## src/rtl/ble_link_credit_tracker_core_assert.svh

```systemverilog
`ifndef BLE_LINK_CREDIT_TRACKER_CORE_ASSERT_SVH
`define BLE_LINK_CREDIT_TRACKER_CORE_ASSERT_SVH

// same-cycle implication, checked outside reset
`define BLCT_ASSERT_NOW(label, clk, rst, ante, cons) \
   label: assert property (@(posedge clk) disable iff (rst) (ante) |-> (cons)) \
      else $error("%m: check failed");

// next-cycle implication, checked outside reset
`define BLCT_ASSERT_NEXT(label, clk, rst, ante, cons) \
   label: assert property (@(posedge clk) disable iff (rst) (ante) |=> (cons)) \
      else $error("%m: check failed");

`endif

```

## src/rtl/blct_pkg.sv

```systemverilog
package blct_pkg;

   localparam int TIME_W     = 64;
   localparam int INTERVAL_W = 32;
   localparam int OP_W       = 3;
   localparam int ARG_W      = 16;
   localparam int MTU_W      = 10;
   localparam int CNT8_W     = 8;
   localparam int TOTAL_W    = 32;
   localparam int STATUS_W   = 3;
   localparam int CSR_ADDR_W = 1;
   localparam int CSR_DATA_W = 32;

   // request beat layout
   localparam int REQ_NOW_LO  = 0;
   localparam int REQ_MTU_LO  = REQ_NOW_LO + TIME_W;
   localparam int REQ_FLAG_LO = REQ_MTU_LO + ARG_W;
   localparam int REQ_LEN_LO  = REQ_FLAG_LO + 1;
   localparam int REQ_BITS    = REQ_LEN_LO + ARG_W;
   localparam int REQ_TDATA_W = ((REQ_BITS + 7) / 8) * 8;

   localparam int RSP_BITS    = STATUS_W + 3 * CNT8_W + 1 + MTU_W + 4 * TOTAL_W;
   localparam int RSP_TDATA_W = ((RSP_BITS + 7) / 8) * 8;
   localparam int RSP_PAD_W   = RSP_TDATA_W - RSP_BITS;

   localparam int unsigned DEF_MIN_MTU             = 23;
   localparam int unsigned DEF_MAX_MTU             = 247;
   localparam int unsigned DEF_VALUE_OVERHEAD      = 3;
   localparam int unsigned DEF_SMALL_MTU_VALUE_MAX = 20;

   localparam logic [INTERVAL_W-1:0] RST_EVENT_INTERVAL = 32'd7500;
   localparam logic [CNT8_W-1:0]     RST_CREDIT_LIMIT   = 8'd4;

   localparam logic [CSR_ADDR_W-1:0] CSR_EVENT_INTERVAL = 1'd0;
   localparam logic [CSR_ADDR_W-1:0] CSR_CREDIT_LIMIT   = 1'd1;

   localparam logic [OP_W-1:0] OP_CONNECT    = 3'd0;
   localparam logic [OP_W-1:0] OP_DISCONNECT = 3'd1;
   localparam logic [OP_W-1:0] OP_SET_MTU    = 3'd2;
   localparam logic [OP_W-1:0] OP_SET_STALL  = 3'd3;
   localparam logic [OP_W-1:0] OP_NOTIFY     = 3'd4;
   localparam logic [OP_W-1:0] OP_CONN_EVENT = 3'd5;

   localparam logic [STATUS_W-1:0] ST_OK         = 3'd0;
   localparam logic [STATUS_W-1:0] ST_BAD_ARG    = 3'd1;
   localparam logic [STATUS_W-1:0] ST_NOT_CONN   = 3'd2;
   localparam logic [STATUS_W-1:0] ST_NOTIFY_OFF = 3'd3;
   localparam logic [STATUS_W-1:0] ST_TOO_LONG   = 3'd4;
   localparam logic [STATUS_W-1:0] ST_NO_CREDIT  = 3'd5;
   localparam logic [STATUS_W-1:0] ST_EARLY      = 3'd6;

   typedef struct packed {
      logic capture;
      logic div_start;
      logic commit;
   } blct_cmd_type;

   typedef struct packed {
      logic need_div;
      logic div_done;
   } blct_sts_type;

endpackage

```

## src/rtl/blct_div.sv

```systemverilog
module blct_div import blct_pkg::*; (
   input  logic                  clock,
   input  logic                  reset,
   input  logic                  start,
   input  logic [TIME_W-1:0]     dividend,
   input  logic [INTERVAL_W-1:0] divisor,
   output logic                  done,
   output logic [INTERVAL_W-1:0] remainder
);

   localparam int STEPS = TIME_W;
   localparam int CNT_W = $clog2(STEPS);

   logic                  busy_ff;
   logic                  done_ff;
   logic [CNT_W-1:0]      cnt_ff;
   logic [TIME_W-1:0]     shf_ff;
   logic [INTERVAL_W-1:0] rem_ff;
   logic [INTERVAL_W-1:0] dvs_ff;

   logic                  last;
   logic [INTERVAL_W:0]   cand;
   logic [INTERVAL_W:0]   diff;
   logic [INTERVAL_W-1:0] rem_in;

   // one restoring step per cycle, dividend bits enter msb first
   always_comb begin
      last   = (cnt_ff == CNT_W'(STEPS - 1));
      cand   = {rem_ff, shf_ff[TIME_W-1]};
      diff   = cand - {1'b0, dvs_ff};
      rem_in = (cand >= {1'b0, dvs_ff}) ? diff[INTERVAL_W-1:0] : cand[INTERVAL_W-1:0];
   end

   always_ff @(posedge clock) begin
      if (reset) begin
         busy_ff <= 1'b0;
         done_ff <= 1'b0;
         cnt_ff  <= '0;
      end else begin
         done_ff <= busy_ff && last;
         if (start) begin
            busy_ff <= 1'b1;
            cnt_ff  <= '0;
         end else if (busy_ff) begin
            cnt_ff <= cnt_ff + CNT_W'(1);
            if (last) begin
               busy_ff <= 1'b0;
            end
         end
      end
   end

   always_ff @(posedge clock) begin
      if (start) begin
         shf_ff <= dividend;
         rem_ff <= '0;
         dvs_ff <= divisor;
      end else if (busy_ff) begin
         shf_ff <= {shf_ff[TIME_W-2:0], 1'b0};
         rem_ff <= rem_in;
      end
   end

   assign done      = done_ff;
   assign remainder = rem_ff;

endmodule

```

## src/rtl/blct_ctrl.sv

```systemverilog
module blct_ctrl import blct_pkg::*; (
   input  logic         clock,
   input  logic         reset,
   input  logic         req_tvalid,
   output logic         req_tready,
   output logic         rsp_tvalid,
   input  logic         rsp_tready,
   input  blct_sts_type sts,
   output blct_cmd_type cmd
);

   localparam logic [1:0] S_IDLE   = 2'd0;
   localparam logic [1:0] S_EXEC   = 2'd1;
   localparam logic [1:0] S_DIV    = 2'd2;
   localparam logic [1:0] S_COMMIT = 2'd3;

   logic [1:0] state_ff;
   logic [1:0] state_in;
   logic       rsp_valid_ff;
   logic       rsp_valid_in;
   logic       slot_free;

   always_comb begin
      slot_free     = !rsp_valid_ff || rsp_tready;
      req_tready    = (state_ff == S_IDLE);
      cmd.capture   = req_tvalid && (state_ff == S_IDLE);
      cmd.div_start = (state_ff == S_EXEC) && sts.need_div;
      cmd.commit    = (state_ff == S_COMMIT) && slot_free;
      state_in      = state_ff;
      case (state_ff)
         S_IDLE: begin
            if (req_tvalid) begin
               state_in = S_EXEC;
            end
         end
         S_EXEC: begin
            state_in = sts.need_div ? S_DIV : S_COMMIT;
         end
         S_DIV: begin
            if (sts.div_done) begin
               state_in = S_COMMIT;
            end
         end
         S_COMMIT: begin
            if (slot_free) begin
               state_in = S_IDLE;
            end
         end
         default: begin
            state_in = S_IDLE;
         end
      endcase
      // result register holds until taken, reloads on commit
      rsp_valid_in = cmd.commit ? 1'b1 : (rsp_tready ? 1'b0 : rsp_valid_ff);
   end

   always_ff @(posedge clock) begin
      if (reset) begin
         state_ff     <= S_IDLE;
         rsp_valid_ff <= 1'b0;
      end else begin
         state_ff     <= state_in;
         rsp_valid_ff <= rsp_valid_in;
      end
   end

   assign rsp_tvalid = rsp_valid_ff;

endmodule

```

## src/rtl/blct_dpath.sv

```systemverilog
module blct_dpath import blct_pkg::*; #(
   parameter int unsigned MIN_MTU             = DEF_MIN_MTU,
   parameter int unsigned MAX_MTU             = DEF_MAX_MTU,
   parameter int unsigned VALUE_OVERHEAD      = DEF_VALUE_OVERHEAD,
   parameter int unsigned SMALL_MTU_VALUE_MAX = DEF_SMALL_MTU_VALUE_MAX
) (
   input  logic                   clock,
   input  logic                   reset,
   input  logic [REQ_TDATA_W-1:0] req_tdata,
   input  logic [OP_W-1:0]        req_tuser,
   output logic [RSP_TDATA_W-1:0] rsp_tdata,
   input  logic                   csr_we,
   input  logic [CSR_ADDR_W-1:0]  csr_addr,
   input  logic [CSR_DATA_W-1:0]  csr_wdata,
   input  blct_cmd_type           cmd,
   output blct_sts_type           sts
);

   localparam logic [ARG_W-1:0] MIN_A   = ARG_W'(MIN_MTU);
   localparam logic [ARG_W-1:0] MAX_A   = ARG_W'(MAX_MTU);
   localparam logic [MTU_W-1:0] MIN_M   = MTU_W'(MIN_MTU);
   localparam logic [MTU_W-1:0] MAX_M   = MTU_W'(MAX_MTU);
   localparam logic [ARG_W-1:0] OVH_A   = ARG_W'(VALUE_OVERHEAD);
   localparam logic [ARG_W-1:0] SMALL_A = ARG_W'(SMALL_MTU_VALUE_MAX);

   // configuration
   logic [INTERVAL_W-1:0] interval_ff;
   logic [CNT8_W-1:0]     limit_ff;

   // captured request
   logic [OP_W-1:0]   op_ff;
   logic [TIME_W-1:0] now_ff;
   logic [ARG_W-1:0]  mtu_arg_ff;
   logic              flag_ff;
   logic [ARG_W-1:0]  len_ff;

   // link state
   logic                 connected_ff, connected_in;
   logic                 notify_ff, notify_in;
   logic                 stalled_ff, stalled_in;
   logic [MTU_W-1:0]     link_mtu_ff, link_mtu_in;
   logic [CNT8_W-1:0]    credits_ff, credits_in;
   logic [CNT8_W-1:0]    pending_ff, pending_in;
   logic [TIME_W-1:0]    next_time_ff, next_time_in;
   logic [TOTAL_W-1:0]   gen_ff, gen_in;
   logic [TOTAL_W-1:0]   submitted_ff, submitted_in;
   logic [TOTAL_W-1:0]   completed_ff, completed_in;
   logic [TOTAL_W-1:0]   dropped_ff, dropped_in;

   logic [RSP_TDATA_W-1:0] rsp_data_ff;

   logic [STATUS_W-1:0]   status;
   logic [CNT8_W-1:0]     count;
   logic                  early;
   logic [TIME_W-1:0]     elapsed;
   logic [INTERVAL_W-1:0] rem;
   logic                  div_done;
   logic [ARG_W-1:0]      mtu_lo;
   logic [ARG_W-1:0]      mtu_clamp;
   logic [MTU_W-1:0]      mtu_cap;
   logic [ARG_W-1:0]      pay_limit;
   logic [TOTAL_W-1:0]    gen_inc;

   blct_div u_div (
      .clock     (clock),
      .reset     (reset),
      .start     (cmd.div_start),
      .dividend  (elapsed),
      .divisor   (interval_ff),
      .done      (div_done),
      .remainder (rem)
   );

   always_comb begin
      early        = now_ff < next_time_ff;
      elapsed      = now_ff - next_time_ff;
      sts.need_div = (op_ff == OP_CONN_EVENT) && connected_ff && !early
                     && (interval_ff != '0);
      sts.div_done = div_done;

      mtu_lo    = (mtu_arg_ff < MIN_A) ? MIN_A : mtu_arg_ff;
      mtu_clamp = (mtu_lo > MAX_A) ? MAX_A : mtu_lo;
      mtu_cap   = (link_mtu_ff > MAX_M) ? MAX_M : link_mtu_ff;
      pay_limit = (link_mtu_ff < MIN_M) ? SMALL_A : (ARG_W'(mtu_cap) - OVH_A);
      gen_inc   = gen_ff + TOTAL_W'(1);
   end

   always_comb begin
      status       = ST_OK;
      count        = '0;
      connected_in = connected_ff;
      notify_in    = notify_ff;
      stalled_in   = stalled_ff;
      link_mtu_in  = link_mtu_ff;
      credits_in   = credits_ff;
      pending_in   = pending_ff;
      next_time_in = next_time_ff;
      gen_in       = gen_ff;
      submitted_in = submitted_ff;
      completed_in = completed_ff;
      dropped_in   = dropped_ff;
      case (op_ff)
         OP_CONNECT: begin
            if (interval_ff == '0 || limit_ff == '0) begin
               status = ST_BAD_ARG;
            end else begin
               // generation skips zero on wrap
               gen_in       = (gen_inc == '0) ? TOTAL_W'(1) : gen_inc;
               link_mtu_in  = mtu_clamp[MTU_W-1:0];
               credits_in   = limit_ff;
               pending_in   = '0;
               connected_in = 1'b1;
               notify_in    = flag_ff;
               stalled_in   = 1'b0;
               next_time_in = now_ff + TIME_W'(interval_ff);
            end
         end
         OP_DISCONNECT: begin
            count        = pending_ff;
            dropped_in   = dropped_ff + TOTAL_W'(pending_ff);
            credits_in   = '0;
            pending_in   = '0;
            connected_in = 1'b0;
            notify_in    = 1'b0;
            stalled_in   = 1'b0;
            next_time_in = '0;
         end
         OP_SET_MTU: begin
            if (mtu_arg_ff < MIN_A || mtu_arg_ff > MAX_A) begin
               status = ST_BAD_ARG;
            end else if (!connected_ff) begin
               status = ST_NOT_CONN;
            end else begin
               link_mtu_in = mtu_arg_ff[MTU_W-1:0];
            end
         end
         OP_SET_STALL: begin
            stalled_in = flag_ff;
         end
         OP_NOTIFY: begin
            if (len_ff == '0) begin
               status = ST_BAD_ARG;
            end else if (!connected_ff) begin
               status = ST_NOT_CONN;
            end else if (!notify_ff) begin
               status = ST_NOTIFY_OFF;
            end else if (len_ff > pay_limit) begin
               status = ST_TOO_LONG;
            end else if (credits_ff == '0 || pending_ff >= limit_ff) begin
               status = ST_NO_CREDIT;
            end else begin
               credits_in   = credits_ff - CNT8_W'(1);
               pending_in   = pending_ff + CNT8_W'(1);
               submitted_in = submitted_ff + TOTAL_W'(1);
            end
         end
         OP_CONN_EVENT: begin
            if (!connected_ff) begin
               status = ST_NOT_CONN;
            end else if (early) begin
               status = ST_EARLY;
            end else begin
               // next + (q+1)*interval == now - rem + interval
               if (interval_ff != '0) begin
                  next_time_in = now_ff - TIME_W'(rem) + TIME_W'(interval_ff);
               end
               if (!stalled_ff) begin
                  count        = pending_ff;
                  pending_in   = '0;
                  credits_in   = limit_ff;
                  completed_in = completed_ff + TOTAL_W'(pending_ff);
               end
            end
         end
         default: begin
            status = ST_BAD_ARG;
         end
      endcase
   end

   always_ff @(posedge clock) begin
      if (reset) begin
         interval_ff <= RST_EVENT_INTERVAL;
         limit_ff    <= RST_CREDIT_LIMIT;
      end else if (csr_we) begin
         case (csr_addr)
            CSR_EVENT_INTERVAL: interval_ff <= csr_wdata[INTERVAL_W-1:0];
            CSR_CREDIT_LIMIT:   limit_ff    <= csr_wdata[CNT8_W-1:0];
            default: begin
            end
         endcase
      end
   end

   always_ff @(posedge clock) begin
      if (cmd.capture) begin
         op_ff      <= req_tuser;
         now_ff     <= req_tdata[REQ_NOW_LO +: TIME_W];
         mtu_arg_ff <= req_tdata[REQ_MTU_LO +: ARG_W];
         flag_ff    <= req_tdata[REQ_FLAG_LO];
         len_ff     <= req_tdata[REQ_LEN_LO +: ARG_W];
      end
   end

   always_ff @(posedge clock) begin
      if (reset) begin
         connected_ff <= 1'b0;
         notify_ff    <= 1'b0;
         stalled_ff   <= 1'b0;
         link_mtu_ff  <= '0;
         credits_ff   <= '0;
         pending_ff   <= '0;
         next_time_ff <= '0;
         gen_ff       <= '0;
         submitted_ff <= '0;
         completed_ff <= '0;
         dropped_ff   <= '0;
      end else if (cmd.commit) begin
         connected_ff <= connected_in;
         notify_ff    <= notify_in;
         stalled_ff   <= stalled_in;
         link_mtu_ff  <= link_mtu_in;
         credits_ff   <= credits_in;
         pending_ff   <= pending_in;
         next_time_ff <= next_time_in;
         gen_ff       <= gen_in;
         submitted_ff <= submitted_in;
         completed_ff <= completed_in;
         dropped_ff   <= dropped_in;
      end
   end

   always_ff @(posedge clock) begin
      if (cmd.commit) begin
         rsp_data_ff <= {{RSP_PAD_W{1'b0}}, dropped_in, completed_in, submitted_in, gen_in,
                         link_mtu_in, connected_in, pending_in, credits_in, count, status};
      end
   end

   assign rsp_tdata = rsp_data_ff;

endmodule

```

## src/rtl/ble_link_credit_tracker_core.sv

```systemverilog
// a request beat is captured in S_IDLE, evaluated in S_EXEC and written to the response
//   register in S_COMMIT; a due connection event with a nonzero interval first waits in
//   S_DIV (64-step restoring divider, one bit per cycle); one request at a time
// a new request is taken while the previous response beat still waits
// reset (synchronous, active high) clears the link state and counters and loads
//   event_interval 7500 and credit_limit 4
`include "ble_link_credit_tracker_core_assert.svh"

module ble_link_credit_tracker_core import blct_pkg::*; #(
   parameter int unsigned MIN_MTU             = DEF_MIN_MTU,
   parameter int unsigned MAX_MTU             = DEF_MAX_MTU,
   parameter int unsigned VALUE_OVERHEAD      = DEF_VALUE_OVERHEAD,
   parameter int unsigned SMALL_MTU_VALUE_MAX = DEF_SMALL_MTU_VALUE_MAX
) (
   input  logic                   clock,
   input  logic                   reset,
   input  logic                   req_tvalid,
   output logic                   req_tready,
   // now_time[63:0], mtu_value[79:64], flag_value[80], value_length[96:81]
   input  logic [REQ_TDATA_W-1:0] req_tdata,
   // opcode[2:0]
   input  logic [OP_W-1:0]        req_tuser,
   output logic                   rsp_tvalid,
   input  logic                   rsp_tready,
   // status[2:0], event_count[10:3], credits_now[18:11], pending_now[26:19],
   // link_up[27], mtu_now[37:28], generation_now[69:38], submitted_total[101:70],
   // completed_total[133:102], dropped_total[165:134]
   output logic [RSP_TDATA_W-1:0] rsp_tdata,
   input  logic                   csr_we,
   input  logic [CSR_ADDR_W-1:0]  csr_addr,
   input  logic [CSR_DATA_W-1:0]  csr_wdata
);

   blct_cmd_type cmd;
   blct_sts_type sts;

   blct_ctrl u_ctrl (
      .clock      (clock),
      .reset      (reset),
      .req_tvalid (req_tvalid),
      .req_tready (req_tready),
      .rsp_tvalid (rsp_tvalid),
      .rsp_tready (rsp_tready),
      .sts        (sts),
      .cmd        (cmd)
   );

   blct_dpath #(
      .MIN_MTU             (MIN_MTU),
      .MAX_MTU             (MAX_MTU),
      .VALUE_OVERHEAD      (VALUE_OVERHEAD),
      .SMALL_MTU_VALUE_MAX (SMALL_MTU_VALUE_MAX)
   ) u_dpath (
      .clock     (clock),
      .reset     (reset),
      .req_tdata (req_tdata),
      .req_tuser (req_tuser),
      .rsp_tdata (rsp_tdata),
      .csr_we    (csr_we),
      .csr_addr  (csr_addr),
      .csr_wdata (csr_wdata),
      .cmd       (cmd),
      .sts       (sts)
   );

   // a commit never overwrites a response beat that is still waiting
   `BLCT_ASSERT_NOW(a_no_overwrite, clock, reset, cmd.commit, !rsp_tvalid || rsp_tready)
   // every commit shows up as a response beat
   `BLCT_ASSERT_NEXT(a_commit_shows, clock, reset, cmd.commit, rsp_tvalid)
   // one item at a time: taking a request never coincides with a commit or a divider start
   `BLCT_ASSERT_NOW(a_one_item, clock, reset, req_tvalid && req_tready, !cmd.commit && !cmd.div_start)

endmodule

```

## config.mk

```make
export PLATFORM = sky130hd
export DESIGN_NAME = ble_link_credit_tracker_core
export DESIGN_NICKNAME = d
export VERILOG_FILES = /design/src/rtl/blct_pkg.sv /design/src/rtl/blct_div.sv /design/src/rtl/blct_ctrl.sv /design/src/rtl/blct_dpath.sv /design/src/rtl/ble_link_credit_tracker_core.sv
export VERILOG_INCLUDE_DIRS = /design/src /design/src/rtl
export SDC_FILE = /design/constraint.sdc
export NUM_CORES = 2
export LEC_CHECK = 0
export BUFFER_PORTS_ARGS = -buffer_cell sky130_fd_sc_hd__buf_2
export CORE_ASPECT_RATIO = 1.2
export CORE_UTILIZATION = 35
export DETAILED_ROUTE_END_ITERATION = 8
export PLACE_DENSITY_LB_ADDON = 0.12
export SLEW_MARGIN = 20
export SYNTH_ARGS = -nofsm -noshare
export SYNTH_HDL_FRONTEND = slang
export SYNTH_SLANG_ARGS = --single-unit
```

## constraint.sdc

```tcl
create_clock -name clock -period 6.4 [get_ports clock]
set_input_delay 0.64 -clock clock [delete_from_list [all_inputs] [get_ports clock]]
set_output_delay 0.64 -clock clock [all_outputs]
set_load 0.02 [all_outputs]
```

==> PnR_summary.wiki <==
{| class="wikitable"
! Metric !! Value
|-
| Share of cells above drive strength 1 || 0.107
|-
| Final weighted congestion in routability-driven placement || 0.886
|-
| Post-synthesis cell area || 41800 µm²
|-
| Initial core utilization || 0.354
|-
| Total count of hold-check failures in the final report || 0
|-
| Post-route ant nets || 0
|-
| DRC violations left || 0
|-
| Unrepaired setup endpoints after global routing || false
|-
| Final count of negative-setup-slack endpoints || 0
|-
| Count of cells resized by post-cts repair || 0
|-
| Count of H-tree levels built during CTS || 3
|-
| Number of instances in the synthesized netlist || 4706
|-
| Total via count after detailed routing || 34426
|-
| Number of global-route vias before repair || 33167
|-
| I/O pin count || 315
|-
| Kind of start point of the critical path || flip-flop
|-
| Cell variety after synth || 78
|-
| Synthesis warning total || 0
|-
| Max-slew violation count || 0
|-
| Required time of the worst setup path || 6.93 ns
|-
| Post-synth top cells || 491 x sky130_fd_sc_hd__nand2_1, 392 x sky130_fd_sc_hd__nor2_1, 380 x sky130_fd_sc_hd__a21oi_1, 362 x sky130_fd_sc_hd__edfxtp_1, 360 x sky130_fd_sc_hd__inv_1
|-
| Type of the worst setup path || reg2reg
|-
| Area growth syn-to-layout || 13.6%
|-
| Power density over the cells || 321 nW/µm²
|-
| Core area || 118000 µm²
|-
| Max-cap violation count || 0
|-
| Slew headroom || 0.230
|-
| Total design power || 15.2 mW
|-
| Total number of placement rows || 138
|-
| WL/cell || 19.6 µm
|-
| Slew of the pin with the lowest slew margin || 1.13 ns
|-
| Main flop type after synthesis || sky130_fd_sc_hd__edfxtp_1
|-
| Sum of negative setup slack || 0 ns
|-
| Critical Path Sink Type || flip-flop
|-
| Arr. time, crit path || 5.71 ns
|-
| Final HPWL DP || 96.1 mm
|-
| Vias per Instance || 5.28
|-
| Largest driver fanout on the critical path || 9
|-
| Fraction of the yosys area taken by sequential cells || 0.406
|-
| Fraction of registers with async set/reset || 0
|-
| Maximum achievable frequency || 0.193 GHz
|-
| Grt total ovfl || 0
|-
| CTS Root Cell || sky130_fd_sc_hd__clkbuf_16
|-
| Clock latency on the worst-skew pair || 0.68 ns
|-
| Type of the tightest min-delay check || in2reg
|-
| Largest net degree at the start of global routing || 108
|-
| Min Tclk post-route || 5.18 ns
|-
| Total die area || 121000 µm²
|-
| Cts hold-fix bufs || 0
|-
| Clock skew || 0.0366 ns
|-
| Number of buffers inserted by post-CTS setup repair || 0
|-
| Clock buffer count from CTS || 77
|-
| Count of state elements after synthesis || 666
|-
| Number of enable-type register cells in the synthesized netlist || 362
|-
| Area fraction of the dominant cell type after synthesis || 0.260
|-
| Initial DRT Pass Iterations || 7
|-
| Sinks on the clock net || 666
|-
| Number of nets in the final layout || 5378
|-
| Buffer levels on the longest clock path || 3
|-
| Cell type with the largest total area after synthesis || sky130_fd_sc_hd__edfxtp_1
|-
| Die Height || 380 µm
|-
| Global-route wire length before repair || 195 mm
|-
| Initial antenna violation count || 13
|-
| Status || completed
|-
| Final clock period utilization by the worst path || 0.809
|-
| Total length of routed wires || 128 mm
|-
| Total global-route track usage || 0.208
|-
| Die X || 317 µm
|-
| Worst ir drop on vdd || 171 µV
|-
| Top post-synthesis cells by area || sky130_fd_sc_hd__edfxtp_1 26%, sky130_fd_sc_hd__dfxtp_1 15%, sky130_fd_sc_hd__ha_1 8.2%
|-
| Leakage || 18.9 nW
|-
| Clock edge transition at the registers on the reported setup and hold paths || 0.07 ns
|-
| Quantity of I/O buffers inserted on ports || 305
|-
| Most used standard cell by instance count after synthesis || sky130_fd_sc_hd__nand2_1
|-
| Count of fill cells added during filler insertion || 12101
|-
| Mean Syn Cell Area || 8.88 µm²
|-
| Count of placed standard cells in the final layout, fillers left out || 6526
|-
| TritonCTS clock tree || done
|-
| Number of cells after detailed placement || 6384
|-
| First DRT Iteration DRCs || 2157
|}
==> cell type report <==
class                   instances  area, µm²  area share
diodes                          1       2.50   0.0000527
clock buffers                  94       2040      0.0430
clock inverters                47        557      0.0117
inverters                     363       1370      0.0289
multi-input cells            3462      22700       0.478
flip-flops and latches        666      17000       0.357
well taps                    1540       1930      0.0406
repair buffers                353       1900      0.0400
==> report_power, final <==
part	internal [mW]	switching [mW]
logic	1.95	3.40
clock network	2.70	1.91
registers	4.91	0.372
==> worst paths after layout <==
check                                        startpoint                                     to  slack (ns)  cells after the start
setup reg to reg    u_dpath.link_mtu_ff[8]$_SDFFE_PP0P_   u_dpath.submitted_ff[6]$_SDFFE_PP0P_        1.22                     18
setup / recovery    u_dpath.link_mtu_ff[8]$_SDFFE_PP0P_   u_dpath.submitted_ff[6]$_SDFFE_PP0P_        1.22                     18
hold reg to reg   u_dpath.next_time_ff[34]$_SDFFE_PP0P_  u_dpath.next_time_ff[34]$_SDFFE_PP0P_        0.45                      2
hold / removal                            req_tdata[52]           u_dpath.now_ff[52]$_DFFE_PP_        0.14                      1
==> metal layers <==
layer	global-route usage	up-vias	routed length, µm	share of wire
li1	-	17166	-	-
met1	0.264	16341	56500	0.44
met2	0.356	729	61900	0.48
met3	0.0247	186	4910	0.038
met4	0.0774	4	4310	0.034
met5	0	-	32	0.00025
==> kinds of logic after synthesis <==
logic type | synth area share
other | 0.000180
buffers and inverters | 0.0529
muxes | 0.00893
DFF | 0.406
AOI/OAI and AO/OA | 0.180
adders and majority gates | 0.0995
xor gates and xnor gates | 0.0872
and+or+nand+nor | 0.165
==> sequential cells by signal, indices dropped and copies added (netlist names), 32 cells and up <==
name and count:
u_dpath.completed_ff 32, u_dpath.u_div.shf_ff 64, u_dpath.submitted_ff 32, u_dpath.rsp_tdata 166, u_dpath.interval_ff 32, u_dpath.u_div.dvs_ff 32, u_dpath.now_ff 64, u_dpath.u_div.remainder 32
u_dpath.next_time_ff 64, u_dpath.gen_ff 32, u_dpath.dropped_ff 32
==> per-stage QoR <==
stage | utilization | instance area (µm²) | setup WS [ns] | hold slack (ns)
after floorplan | - | 41800 | 1.49 | 0.436
after global placement | 0.380 | 44800 | 1.18 | 0.442
after detailed placement | 0.380 | 44800 | 1.17 | 0.448
after CTS | 0.402 | 47400 | 1.15 | 0.0790
after global routing | 0.402 | 47400 | 0.718 | 0.102
final | 0.402 | 47400 | 1.22 | 0.138
==> layout by cell type, fill, tap and decap left out, drive strengths merged, types with 134 or more instances in the layout <==
cell,count
a21oi,380
buf,353
dfxtp,304
edfxtp,362
ha,273
inv,367
nand2,491
nand3,134
nor2,392
o21ai,313
xnor2,252
xor2,164
==> worst max-delay path, cell delays in order (launching register included) <==
cell                       delay [ns]
sky130_fd_sc_hd__dfxtp_1         0.31
sky130_fd_sc_hd__or2_2           0.35
sky130_fd_sc_hd__a31oi_1         0.33
sky130_fd_sc_hd__nand2b_1        0.12
sky130_fd_sc_hd__ha_1            0.26
sky130_fd_sc_hd__nor3_1          0.23
sky130_fd_sc_hd__xor2_1          0.09
sky130_fd_sc_hd__o21ai_0         0.26
sky130_fd_sc_hd__ha_1            0.31
sky130_fd_sc_hd__a21o_1          0.16
sky130_fd_sc_hd__a21o_1          0.17
sky130_fd_sc_hd__a221oi_1        0.32
sky130_fd_sc_hd__nand4b_1        0.33
sky130_fd_sc_hd__a21oi_1         0.27
sky130_fd_sc_hd__nand4_1         0.46
sky130_fd_sc_hd__nor3_1          0.70
sky130_fd_sc_hd__nand3_1         0.17
sky130_fd_sc_hd__xor2_1          0.16
sky130_fd_sc_hd__nor2_1          0.05
No activity file was read; power rests on OpenSTA's default activity.
